### config.mk
export PLATFORM = sky130hd
export DESIGN_NAME = two_stack_merge_top
export DESIGN_NICKNAME = d
export VERILOG_FILES = /design/src/design/tsm_pkg.sv /design/src/design/two_stack_merge_top.sv
export SDC_FILE = /design/constraint.sdc
export NUM_CORES = 1
export LEC_CHECK = 0
export BUFFER_PORTS_ARGS = -buffer_cell sky130_fd_sc_hd__buf_2
export CORE_AREA = 10 10 316 318
export DETAILED_ROUTE_END_ITERATION = 16
export DIE_AREA = 0 0 326 328
export GPL_ROUTABILITY_DRIVEN = 0
export SLEW_MARGIN = 0
export SYNTH_ARGS = -nofsm -noshare
export SYNTH_HDL_FRONTEND = slang
export SYNTH_SLANG_ARGS = --single-unit
### constraint.sdc
create_clock -name clock -period 6.41 [get_ports clock]
set_input_delay 0.9615 -clock clock [delete_from_list [all_inputs] [get_ports clock]]
set_output_delay 0.9615 -clock clock [all_outputs]
set_load 0.01 [all_outputs]
### src/design/tsm_pkg.sv
`default_nettype none
package tsm_pkg;

   localparam int VALUE_W       = 32;
   localparam int ACTION_W      = 2;
   localparam int DEF_STORE_DEPTH = 16;

   typedef logic signed [VALUE_W-1:0] value_type;
   typedef logic [ACTION_W-1:0]       action_type;

   // action codes
   localparam action_type ACT_PUSH_A = 2'd0;
   localparam action_type ACT_PUSH_B = 2'd1;
   localparam action_type ACT_MERGE  = 2'd2;

   typedef struct packed {
      action_type action;
      value_type  value;
   } req_type;

   typedef struct packed {
      value_type merged_value;
      logic      from_b;
      logic      last;
   } rsp_type;

endpackage
`default_nettype wire

### src/design/two_stack_merge_top.sv
`default_nettype none
// Two LIFO stores, A and B, filled by push items and drained by a merge item.
// Input channel req_*: one item carries an action (push A, push B, merge) and
// a signed 32-bit value. A push to a full store is dropped silently; the
// unused action code is ignored.
// Result channel rsp_*: a merge emits one item per stored element. While both
// stores hold values the larger top is emitted (ties go to A), then the rest
// of A top to bottom, then the rest of B. The final item has last set. A
// merge of two empty stores emits nothing.
// Timing: a push leaves the block idle, so req_stall stays low. A merge
// keeps req_stall high until its final element is popped: one pop per cycle
// while the result register is free, through the single signed comparator
// on the two tops. Once the merge item is accepted the state register enters
// merge, and the first result is then written to the output register. Results
// sit there, so a push may be taken while a result still waits. While a held
// result sees rsp_stall high the sequencer holds and the register keeps it.
// Reset (synchronous, active high) empties both stores and clears rsp_valid;
// stored data is not cleared and needs no pass.
module two_stack_merge_top #(
   parameter int STORE_DEPTH = tsm_pkg::DEF_STORE_DEPTH
) (
   input  wire              clock,
   input  wire              reset,
   input  wire              req_valid,
   output logic             req_stall,
   input  wire tsm_pkg::req_type req_data,
   output logic             rsp_valid,
   input  wire              rsp_stall,
   output tsm_pkg::rsp_type rsp_data
);
   import tsm_pkg::*;

   localparam int CNT_W = $clog2(STORE_DEPTH + 1);
   localparam int IDX_W = (STORE_DEPTH > 1) ? $clog2(STORE_DEPTH) : 1;
   localparam logic [CNT_W-1:0] CNT_FULL = CNT_W'(STORE_DEPTH);
   localparam logic [CNT_W-1:0] CNT_ONE  = CNT_W'(1);

   typedef enum logic {
      ST_IDLE,
      ST_MERGE
   } state_type;

   state_type        state_ff, state_in;
   logic [CNT_W-1:0] count_a_ff, count_a_in;
   logic [CNT_W-1:0] count_b_ff, count_b_in;
   logic             rsp_valid_ff, rsp_valid_in;
   rsp_type          rsp_data_ff, rsp_data_in;

   value_type store_a [STORE_DEPTH];
   value_type store_b [STORE_DEPTH];

   logic             req_take;
   logic             out_free;
   logic             wr_a, wr_b;
   logic [CNT_W-1:0] top_a_cnt, top_b_cnt;
   value_type        top_a, top_b;
   logic             a_nonempty, b_nonempty;
   logic             pick_a;
   logic             final_pop;

   assign req_stall = (state_ff != ST_IDLE);
   assign req_take  = req_valid && !req_stall;
   assign out_free  = !rsp_valid_ff || !rsp_stall;

   assign wr_a = req_take && (req_data.action == ACT_PUSH_A) && (count_a_ff != CNT_FULL);
   assign wr_b = req_take && (req_data.action == ACT_PUSH_B) && (count_b_ff != CNT_FULL);

   // store tops
   assign top_a_cnt = count_a_ff - CNT_ONE;
   assign top_b_cnt = count_b_ff - CNT_ONE;
   assign top_a     = store_a[top_a_cnt[IDX_W-1:0]];
   assign top_b     = store_b[top_b_cnt[IDX_W-1:0]];

   assign a_nonempty = (count_a_ff != '0);
   assign b_nonempty = (count_b_ff != '0);

   // shared comparator: A wins ties, and wins whenever B is empty
   assign pick_a = a_nonempty && (!b_nonempty || (top_a >= top_b));

   // exactly one element left across both stores
   assign final_pop = (count_a_ff == CNT_ONE && !b_nonempty) ||
                      (count_b_ff == CNT_ONE && !a_nonempty);

   always_comb begin
      state_in     = state_ff;
      count_a_in   = count_a_ff;
      count_b_in   = count_b_ff;
      rsp_valid_in = rsp_valid_ff && rsp_stall;
      rsp_data_in  = rsp_data_ff;
      case (state_ff)
         ST_IDLE: begin
            if (wr_a) begin
               count_a_in = count_a_ff + CNT_ONE;
            end
            if (wr_b) begin
               count_b_in = count_b_ff + CNT_ONE;
            end
            if (req_take && req_data.action == ACT_MERGE && (a_nonempty || b_nonempty)) begin
               state_in = ST_MERGE;
            end
         end
         ST_MERGE: begin
            if (out_free) begin
               rsp_valid_in          = 1'b1;
               rsp_data_in.last      = final_pop;
               if (pick_a) begin
                  rsp_data_in.merged_value = top_a;
                  rsp_data_in.from_b       = 1'b0;
                  count_a_in               = count_a_ff - CNT_ONE;
               end else begin
                  rsp_data_in.merged_value = top_b;
                  rsp_data_in.from_b       = 1'b1;
                  count_b_in               = count_b_ff - CNT_ONE;
               end
               if (final_pop) begin
                  state_in = ST_IDLE;
               end
            end
         end
         default: begin
            state_in = ST_IDLE;
         end
      endcase
   end

   always_ff @(posedge clock) begin
      if (reset) begin
         state_ff     <= ST_IDLE;
         count_a_ff   <= '0;
         count_b_ff   <= '0;
         rsp_valid_ff <= 1'b0;
      end else begin
         state_ff     <= state_in;
         count_a_ff   <= count_a_in;
         count_b_ff   <= count_b_in;
         rsp_valid_ff <= rsp_valid_in;
      end
      rsp_data_ff <= rsp_data_in;
   end

   // store writes; data needs no reset
   always_ff @(posedge clock) begin
      if (wr_a) begin
         store_a[count_a_ff[IDX_W-1:0]] <= req_data.value;
      end
      if (wr_b) begin
         store_b[count_b_ff[IDX_W-1:0]] <= req_data.value;
      end
   end

   assign rsp_valid = rsp_valid_ff;
   assign rsp_data  = rsp_data_ff;

endmodule
`default_nettype wire
==> results_tabular.tex <==
\begin{tabular}{lr}
\hline
Metric & Value \\
\hline
\multicolumn{2}{l}{\textbf{Outcome}} \\
\quad Status & finished clean \\
\multicolumn{2}{l}{\textbf{Finish}} \\
\quad Number of fill cells in the layout & 7,341 \\
\quad Most common cell after layout, fill and taps aside & edfxtp\_1 \\
\quad Final \#Nets & 2,048 \\
\quad Commonest cells after routing, fill and taps aside & 1,058 x edfxtp\_1, 320 x mux4\_2, 110 x clkbuf\_16 \\
\quad Area Growth Syn to Fin & 13.3\% \\
\quad Finished Core Util & 50.9\% \\
\quad Share of final-layout standard cells stronger than drive strength 1 & 31.1\% \\
\quad N\_diodes & 0 \\
\multicolumn{2}{l}{\textbf{Global route}} \\
\quad Met3 routing resource usage after global routing & 3.08\% \\
\quad Overall overflow remaining after global route & 0 \\
\quad Wire length of the first global-routing pass & 148 mm \\
\quad Initial antenna violation count & 2 \\
\quad Met1 global-route usage & 27.6\% \\
\quad GR Layer Usage met2 & 29.7\% \\
\quad Routing layer with the top usage in global route & met2 \\
\quad Global Route Usage Sum & 19.0\% \\
\quad Largest net degree at the start of global routing & 78 \\
\quad Number of global-route vias before repair & 20,300 \\
\multicolumn{2}{l}{\textbf{Routing}} \\
\quad Total Routed Length & 102 mm \\
\quad Residual antenna-violating net count after detailed routing & 0 \\
\quad DRC viols & 0 \\
\quad WL per Instance & 30.8 um \\
\quad Starting DRT DRC Count & 2,122 \\
\quad Vias per std cell & 5.95 \\
\quad Routed via count & 19,700 \\
\quad Number of detailed-routing iterations run before antenna repair & 6 \\
\multicolumn{2}{l}{\textbf{Power and ir drop}} \\
\quad Power per standard cell area & 363 nW/um\^{}2 \\
\quad Internal power & 12.7 mW \\
\quad P\_sw & 4.55 mW \\
\quad Switching share of total power & 26.4\% \\
\quad Power share of the sequential group & 45.9\% \\
\quad Clk pwr share & 35.5\% \\
\quad Static leakage & 14.6 nW \\
\quad Peak supply drop & 229 uV \\
\quad Gate power share & 18.6\% \\
\multicolumn{2}{l}{\textbf{Worst setup path}} \\
\quad Worst setup EP type & flip-flop \\
\quad Data required time at the worst endpoint & 6.73 ns \\
\quad Slowest cell on the critical path & nor4\_1 \\
\quad Crit-path max cell delay & 0.78 ns \\
\quad Crit path cell chain & inv\_1 > ha\_4 > buf\_12 > mux4\_2 > mux4\_2 > ha\_1 > nand4\_1 > nor4\_1 > a211o\_1 > a21o\_1 > o211a\_4 > o21ai\_1 \\
\quad Type of the worst setup path & reg -> reg \\
\quad CP most frequent cell & mux4\_2 \\
\quad Worst setup SP type & flip-flop \\
\quad Max Fanout on Critical Path & 72 \\
\quad Length in cells of the worst reg-to-reg path & 12 \\
\quad Arrival time at the worst endpoint & 6.19 ns \\
\multicolumn{2}{l}{\textbf{Synth}} \\
\quad Netlist Area Pre-Place & 41,800 um\^{}2 \\
\quad Post-synth EDFFs & 1,058 \\
\quad Mux share of post-synthesis cell area & 17.2\% \\
\quad Simple-gate portion of the synthesized area & 1.87\% \\
\quad Share of synthesized area occupied by flip-flops and latches & 76.5\% \\
\quad Async SR Flop Fraction & 0\% \\
\quad Total nets after synthesis & 1,910 \\
\quad Flops \& latches, synth & 1,070 \\
\quad Dominant combinational cell family by area after synthesis & multiplexers \\
\quad Cell count after synthesis & 1,830 \\
\quad Synth Area in Compound Gates & 1.56\% \\
\quad Arithmetic-cell share of the synthesized area counting full adders, half adders and majority gates & 1.26\% \\
\quad Number of unique standard cell types used by synthesis & 58 \\
\quad Post-Synthesis Mean Instance Area & 22.9 um\^{}2 \\
\quad Most frequently used flop master after synthesis & edfxtp\_1 \\
\quad Share of the synthesized netlist area taken by xor and xnor gates & 0.0838\% \\
\quad Number of warnings issued by yosys & 0 \\
\multicolumn{2}{l}{\textbf{Clock tree}} \\
\quad Inserted Clock Buffers & 108 \\
\quad Post-CTS repair timing setup buffer count & 0 \\
\quad Source-to-sink clock delay at the later pin of the worst-skew pair & 0.69 ns \\
\quad Post-CTS clock slew at the launch and capture registers of the worst setup and hold paths & 0.07 ns \\
\quad Number of H-tree levels & 3 \\
\quad Hold-fix buffer count after cts & 0 \\
\quad CTS Sinks & 1,070 \\
\quad CTS root buffer & clkbuf\_16 \\
\quad TritonCTS clock tree & yes \\
\quad CTS-repair resized insts & 0 \\
\quad Maximum clock path buffer count & 3 \\
\multicolumn{2}{l}{\textbf{STA}} \\
\quad Actual slew at the worst max-slew pin & 0.967 ns \\
\quad Largest clock skew in the final design & 0.0422 ns \\
\quad Worst Setup Slack, final & 0.533 ns \\
\quad Highest clock frequency the design can meet & 170 MHz \\
\quad Final max-slew violation count & 0 \\
\quad Final setup violation count & 0 \\
\quad Final TNS setup & 0 ns \\
\quad Hold\_ws & 0.601 ns \\
\quad Final number of hold-violating endpoints & 0 \\
\quad Final Cycle Share & 91.7\% \\
\quad Setup repair after global routing missed its margin & false \\
\quad Shortest period the worst path allows & 5.88 ns \\
\quad Max-Slew Margin vs Limit & 35.2\% \\
\multicolumn{2}{l}{\textbf{Floorplan}} \\
\quad Area of the core & 93,000 um\^{}2 \\
\quad Width of the die & 326 um \\
\quad Area enclosed by the die boundary & 107,000 um\^{}2 \\
\quad Ports & 74 \\
\quad Height of the die & 328 um \\
\quad Initial cell density of the core & 45.0\% \\
\quad Rows & 112 \\
\multicolumn{2}{l}{\textbf{Place}} \\
\quad Worst slack at placement & 0.637 ns \\
\quad PortBufs & 73 \\
\quad Placed wire-length estimate & 53.7 mm \\
\multicolumn{2}{l}{\textbf{Run}} \\
\quad Number of max-capacitance violations reported & 0 \\
\multicolumn{2}{l}{\textbf{Worst hold path}} \\
\quad Hold-critical path depth & 2 \\
\quad Worst hold path class & reg -> reg \\
\hline
\end{tabular}
## stage by stage
step	power, mW	instances	cell area, um^2
2_1_floorplan	10.1	1830	41800
3_3_place_gp	11.3	3112	44000
3_5_place_dp	11.3	3112	44000
4_1_cts	17.4	3311	47400
5_1_grt	17.8	3311	47400
6_report	17.2	3311	47400
## synth_stat cells, types with 7 or more instances
cell type | n | area [um^2]
buf_4 | 9 | 67.6
nand4_1 | 11 | 68.8
ha_1 | 42 | 526
and2_1 | 13 | 81.3
nor2_1 | 21 | 78.8
o21ai_1 | 8 | 40.0
mux4_2 | 320 | 7210
and3_1 | 7 | 43.8
inv_1 | 48 | 180
nand3_1 | 14 | 70.1
nor3_1 | 15 | 75.1
o21ai_0 | 31 | 155
a21oi_1 | 19 | 95.1
dfxtp_1 | 12 | 240
edfxtp_1 | 1058 | 31800
nand2_1 | 54 | 203
clkbuf_1 | 34 | 128
buf_2 | 38 | 190
## worst max-delay path, delay by kind of cell, from the launching register on
kind | cells | cell delay (ns)
and+or+nand+nor | 2 | 1.18
DFF | 1 | 0.47
muxes | 2 | 0.90
AOI/OAI and AO/OA | 4 | 1.46
buffers and inverters | 2 | 0.51
adders and majority gates | 2 | 0.90
## final cells by class
class / instances / area, um^2 / share of cell area [%]
Timing Repair Buffer: 116 / 801 / 1.69
Clock buffer: 132 / 2840 / 5.98
Sequential cell: 1070 / 32000 / 67.6
Tap cell: 1254 / 1570 / 3.31
Multi-Input combinational cell: 623 / 9400 / 19.8
Clock inverter: 67 / 589 / 1.24
Inverter: 49 / 189 / 0.399
## state kept, by name, indices dropped and copies added, names as in the netlist
name and cells:
store_a 512, store_b 512, rsp_data 34, count_a_ff 5, count_b_ff 5, req_stall 1
rsp_valid 1
## power by group through the flow
| stage | Clock [mW] | Combinational [mW] | Sequential (mW) |
|---|---|---|---|
| 2_1_floorplan | 0 | 2.11 | 8.03 |
| 3_3_place_gp | 0 | 3.22 | 8.05 |
| 3_5_place_dp | 0 | 3.24 | 8.05 |
| 4_1_cts | 6.20 | 3.25 | 7.91 |
| 5_1_grt | 6.48 | 3.46 | 7.91 |
| 6_report | 6.11 | 3.20 | 7.91 |
## worst paths after layout
kind                                 to                       start  slack, ns
setup / recovery  rsp_data[3]$_DFFE_PP_  count_a_ff[0]$_SDFFE_PP0P_       0.53
hold / removal     rsp_valid$_SDFF_PP0_        rsp_valid$_SDFF_PP0_       0.60
setup reg to reg  rsp_data[3]$_DFFE_PP_  count_a_ff[0]$_SDFFE_PP0P_       0.53
hold reg to reg    rsp_valid$_SDFF_PP0_        rsp_valid$_SDFF_PP0_       0.60
## logic make-up after synthesis
group,after synthesis
flip-flops,1070
multiplexers,320
AND/OR/NAND/NOR,158
buffers and inverters,137
AO/OA/AOI/OAI,99
adder cells (fa/ha/maj),42
XOR/XNOR,4
## per-layer routing
| metal | part of all wire, % | wire (um) |
|---|---|---|
| met4 | 2.4 | 2450 |
| met1 | 43 | 43900 |
| met3 | 6.8 | 6940 |
| met5 | 0.013 | 13 |
| met2 | 48 | 48600 |
Power figures use the tool's default switching activity.
